### config.mk
export PLATFORM = sky130hd
export DESIGN_NAME = dsdc_res_fifo
export DESIGN_NICKNAME = d
export VERILOG_FILES = /design/src/design/dsdc_pkg.sv /design/src/design/dsdc_res_fifo.sv
export SDC_FILE = /design/constraint.sdc
export NUM_CORES = 1
export LEC_CHECK = 0
export BUFFER_PORTS_ARGS = -buffer_cell sky130_fd_sc_hd__buf_2
export CAP_MARGIN = 30
export CORE_MARGIN = 2
export CORE_UTILIZATION = 30
export CTS_CLUSTER_DIAMETER = 30
export DETAILED_ROUTE_END_ITERATION = 10
export PLACE_DENSITY = 0.5
export SYNTH_ARGS = -nofsm -noshare
export SYNTH_HDL_FRONTEND = slang
export SYNTH_SLANG_ARGS = --single-unit
### constraint.sdc
create_clock -name clk_i -period 16.1 [get_ports clk_i]
set_input_delay 3.22 -clock clk_i [delete_from_list [all_inputs] [get_ports clk_i]]
set_output_delay 3.22 -clock clk_i [all_outputs]
set_load 0.01 [all_outputs]
### src/design/dsdc_pkg.sv
// Shared widths and item types of the dual-stride dimension coalescer.
// No dependencies; every design module imports it.
package dsdc_pkg;

  localparam int unsigned ExtW      = 32;
  localparam int unsigned StrW      = 48;
  localparam int unsigned DataW     = ExtW + 2 * StrW;
  localparam int unsigned FifoDepth = 4;
  localparam int unsigned FifoPtrW  = $clog2(FifoDepth);

  // Last member sits in the lowest bits.
  typedef struct packed {
    logic            last_dim;
    logic [StrW-1:0] stride_b;
    logic [StrW-1:0] stride_a;
    logic [ExtW-1:0] extent;
  } item_t;

  typedef struct packed {
    logic            last_out;
    logic            overflow;
    logic [StrW-1:0] merged_stride_b;
    logic [StrW-1:0] merged_stride_a;
    logic [ExtW-1:0] merged_extent;
  } result_t;

  // Results written by one merge step; second is only set with first.
  typedef struct packed {
    logic first;
    logic second;
  } push_t;

endpackage

### src/design/dsdc_res_fifo.sv
// Result queue: takes up to two results a cycle, hands out one.
// Depends on dsdc_pkg.
module dsdc_res_fifo import dsdc_pkg::*; (
  input  logic    clk_i,
  input  logic    rst_ni,
  input  push_t   push_i,
  input  result_t wr0_i,
  input  result_t wr1_i,
  input  logic    pop_i,
  output result_t rd_o,
  output logic    not_empty_o,
  output logic    room2_o
);

  result_t             mem_q [FifoDepth];
  logic [FifoPtrW-1:0] wr_ptr_q;
  logic [FifoPtrW-1:0] wr_ptr_nx;
  logic [FifoPtrW-1:0] rd_ptr_q;
  logic [FifoPtrW:0]   count_q;
  logic [1:0]          n_push;

  assign n_push      = {1'b0, push_i.first} + {1'b0, push_i.second};
  assign wr_ptr_nx   = wr_ptr_q + FifoPtrW'(1);
  assign rd_o        = mem_q[rd_ptr_q];
  assign not_empty_o = (count_q != '0);
  assign room2_o     = (count_q <= (FifoPtrW + 1)'(FifoDepth - 2));

  always_ff @(posedge clk_i or negedge rst_ni) begin
    if (!rst_ni) begin
      wr_ptr_q <= '0;
      rd_ptr_q <= '0;
      count_q  <= '0;
    end else begin
      wr_ptr_q <= wr_ptr_q + FifoPtrW'(n_push);
      if (pop_i) begin
        rd_ptr_q <= rd_ptr_q + FifoPtrW'(1);
      end
      count_q <= count_q + (FifoPtrW + 1)'(n_push) - (FifoPtrW + 1)'(pop_i);
    end
  end

  always_ff @(posedge clk_i) begin
    if (push_i.first) begin
      mem_q[wr_ptr_q] <= wr0_i;
    end
    if (push_i.second) begin
      mem_q[wr_ptr_nx] <= wr1_i;
    end
  end

endmodule

# Word level (Yosys, flattened, before mapping)
# Memories as Yosys holds them, arrays and structs flattened.
# Index checks and enable logic that the tools add are counted.
dict set report word_totals {
  out_inout_bits 132
  n_memories 1
  ramBits 520
  register_bits 7
  word_cells 16
}
# memory depth word_bits rd rd_ports_with_merged_regs write_ports line
set mem_list {}
lappend mem_list {mem_q 4 130 1 0 2 dsdc_res_fifo.sv:15} ;# result_t mem_q [FifoDepth];
dict set report classes {
  reduce_logical 1
  mux 4
  add_sub_neg 6
  order_cmp 1
}
# cell count
set op_table {}
lappend op_table {{$add 2x1->2 const B} 2}
lappend op_table {{$mux 1} 4}
lappend op_table {{$add 3x2->3} 1}
lappend op_table {{$le 3x2->1 const B} 1}
lappend op_table {{$reduce_bool 3->1} 1}
lappend op_table {{$sub 3x1->3} 1}
lappend op_table {{$add 1x1->2} 1}
lappend op_table {{$add 2x2->2} 1}

# Longest topological paths before layout
dict set report logic_depth {
  depth_word 3
  depth_mapped 9
  mapped_depth_nobuf 9
}

# Least setup slack after synthesis
# Ideal clock, no wire load.
dict set report synth_timing {
  path_type {input to register}
  start {in push_i[1] (netlist bit)}
  end {mem mem_q[2][0] (netlist bit) (enable)}
  setup_time_ns 0.799
  n_path_buf 0
  path_slack_ns 2.937
  path_stages 2
  arrival_time_ns 12.364
  required_time_ns 15.301
  cell_sequence {nand2b_1 > o21ai_0}
}
# element line
set synth_rtl {}
lappend synth_rtl {{from (decl)} dsdc_res_fifo.sv:6} ;# input push_t push_i,
lappend synth_rtl {{to (decl)} dsdc_res_fifo.sv:15}

==> results.json <==
{
  "cts_buffer_depth": 3,
  "setup_viol_count_final": 0,
  "groute.layer.met3.usage_pct": 6.38,
  "cp_data_arrival_time_ps": 3530,
  "global_route.usage.met2_pct": 28.6,
  "p_leak_uw": 0.0120,
  "cts.root.buffer_cell": "clkbuf_16",
  "routedWlPerCell_microns": 23.8,
  "fmax_mhz": 148,
  "overflow": 0,
  "synth.net_count": 1568,
  "synth_cells": 1297,
  "post_route_cells_drive_above_1_share_pct": 68.0,
  "endpoint": "rd_o[51]",
  "irDropWorstVdd_v": 0.0000995,
  "nNetsFinal": 2048,
  "grt_util_met1_pct": 18.7,
  "floorplan.rows": 106,
  "layout_skew_ps": 17.0,
  "finalWeightedCongestion": 0.737,
  "cts_made_buffers": 144,
  "grt_busiest_layer": "met2",
  "worst_hold_startpoint": "count_q[2]",
  "postSynthRegisterBits": 527,
  "post_detailed_route_via_to_cell_ratio": 4.78,
  "setup.worst_path.class": "reg2out",
  "endpoints_failing_hold": 0,
  "ant_nets": 0,
  "unrepaired_setup_endpoints_after_global_routing": "no",
  "vias": 14500,
  "post_cts_buffers": 0,
  "tritoncts": "built",
  "grt_pass1_wl_microns": 106000,
  "worst_setup_path_startpoint": "rd_ptr_q[0]",
  "drv_slew": 0,
  "area_growth_syn_to_layout_pct": 31.3,
  "clk_transition_reported_paths_ps": 40,
  "maximum_fanout_encountered_on_the_critical_timing_path": 39,
  "total_routing_resource_utilization_after_global_routing_pct": 16.7,
  "worst_slew_pin_slew_ps": 1010,
  "die_area_sq_um": 86800,
  "route.final.wire_length_microns": 72100,
  "floorplan.initialDensity_pct": 30.3,
  "setup_tns_ps": 0,
  "period_needed_ps": 6750,
  "yosysUniqueCellTypes": 24,
  "cts_sinks": 527,
  "drc_errors": 0,
  "die_w_microns": 295,
  "result_of_the_run": "completed",
  "cts_htree_levels": 4,
  "r2r-end": "mem_q[3][49]",
  "cts.repair.resized": 0,
  "cap_violations": 0,
  "layout_worst_path_cycle_share_pct": 41.9,
  "fp.coreArea_sq_um": 83700,
  "dp.final_hpwl_microns": 41000,
  "cell_area_after_technology_mapping_sq_um": 25300,
  "port-buffer-count": 396,
  "worstSetupStartpointType": "flip-flop",
  "clock_insertion_delay_worst_skew_ps": 680,
  "synth.yosys.seq_area_share_pct": 62.3,
  "chipHeight_microns": 295,
  "yosys_warnings": 0,
  "reg2reg_slack_ps": 12990,
  "worstRegToRegCells": 4,
  "initial_antenna_violation_count": 29,
  "ioPinCount": 397,
  "worst_slew_margin_rel_pct": 32.9,
  "power.density_nw_per_um2": 213,
  "ctsHoldBuffers": 0,
  "drtPass1Iterations": 4,
  "first_global_vias": 16500,
  "fin_worst_hold_slack_ps": 507,
  "hold_path.class": "reg2reg",
  "placedInstanceArea_sq_um": 28500,
  "maximum_number_of_pins_on_one_net_before_global_route_repair": 131,
  "worstSetupEndpointType": "primary output",
  "violation_count_after_the_first_detailed_routing_iteration": 488,
  "synth_area_per_cell_sq_um": 19.5,
  "reg2reg_from": "wr_ptr_q[1]",
  "worst-endpoint-required_ps": 12880,
  "fin_area_sq_um": 33300
}
==> synthesized netlist by cell type <==
master,instances,share of area [%]
buf_2,54,1.1
buf_1,6,0.089
clkbuf_1,4,0.059
nor3b_2,1,0.049
mux4_2,130,12
buf_6,9,0.40
inv_1,7,0.10
a21oi_1,1,0.020
ha_1,5,0.25
nand2b_1,1,0.025
xor2_1,2,0.069
nand2_1,1,0.015
mux2i_1,1,0.040
mux2_2,520,23
buf_4,15,0.44
xnor2_1,4,0.14
edfxtp_1,520,62
dfrtp_1,7,0.69
or3_1,1,0.025
nor2_1,2,0.030
o21ai_0,2,0.040
nand3b_1,2,0.059
nand3_1,1,0.020
fa_1,1,0.079
==> where the power goes <==
part           internal [uW]  switching [uW]
Combinational            931            1130
Sequential              2090             162
Clock                   1940             837
==> sequential cells by signal (all words and copies together) (netlist names) <==
name	flops
wr_ptr_q	2
rd_ptr_q	2
mem_q	520
count_q	3
==> final cells by class <==
| type | count | area, sq um |
|---|---|---|
| clock buffer | 171 | 3770 |
| timing repair buffer | 422 | 2220 |
| sequential | 527 | 15800 |
| antenna | 7 | 17.5 |
| inverter | 7 | 26.3 |
| clock inverter | 89 | 961 |
| multi-input combinational | 675 | 9060 |
| tap | 1134 | 1420 |
| fill | 7689 | 50400 |
==> metal layers <==
metal  part of all wire, %  vias up
li1                      -     6428
met1                    39     7448
met2                    51      420
met3                   7.5      155
met4                   2.2       38
met5                  0.37        -
==> layout by cell type, fill, tap and decap left out <==
master | synthesis | layout
nand3b_1 | 2 | 2
inv_1 | 7 | 7
a21oi_1 | 1 | 1
nor3b_4 | 0 | 1
buf_12 | 0 | 2
dfrtp_1 | 7 | 5
clkinv_1 | 0 | 30
nand3_4 | 0 | 1
clkinv_2 | 0 | 25
clkbuf_1 | 4 | 24
fa_1 | 1 | 1
inv_6 | 0 | 6
nor2_4 | 0 | 2
inv_16 | 0 | 3
o21ai_4 | 0 | 2
dfrtp_4 | 0 | 2
xor2_1 | 2 | 2
bufinv_16 | 0 | 18
ha_1 | 5 | 5
clkinvlp_4 | 0 | 5
clkbuf_16 | 0 | 147
diode_2 | 0 | 7
nand2b_1 | 1 | 1
mux4_2 | 130 | 130
buf_16 | 0 | 1
xnor2_1 | 4 | 4
clkinv_8 | 0 | 2
buf_2 | 54 | 396
buf_4 | 15 | 23
nand2_1 | 1 | 1
or3_1 | 1 | 1
edfxtp_1 | 520 | 520
mux2i_1 | 1 | 1
mux2_2 | 520 | 520
==> critical path: stages (launching register included) <==
cell     delay (ps)
dfrtp_4         980
buf_4           450
buf_4           610
mux4_2          600
buf_2           160
==> logic make-up after synthesis <==
kind of cell	share of synthesized area, %
adder cells (fa/ha/maj)	0.326
multiplexers	34.7
XOR/XNOR	0.207
AND/OR/NAND/NOR	0.222
flip-flops	62.3
buffers and inverters	2.16
AO/OA/AOI/OAI	0.0592
==> through the flow <==
stage | cells | power (uW) | setup slack, ps | utilization, %
after detailed placement | 2764 | 4420 | 9340 | 34.0
after CTS | 3024 | 7230 | 8570 | 39.7
after floorplan | 1297 | 3690 | 2940 | -
final | 3032 | 7080 | 9350 | 39.8
after global placement | 2764 | 4390 | 9340 | 34.0
after global routing | 3031 | 7440 | 8980 | 39.7
==> worst min-delay path by stage <==
stage | to | slack (ps) | depth (start not counted)
floorplan | count_q[2] | 460 | 1
global placement | count_q[2] | 480 | 1
detailed placement | count_q[2] | 480 | 1
CTS | count_q[2] | 490 | 1
global route | count_q[2] | 540 | 1
finish | count_q[2] | 510 | 1
Note: power is estimated with default switching activity, not from simulation.
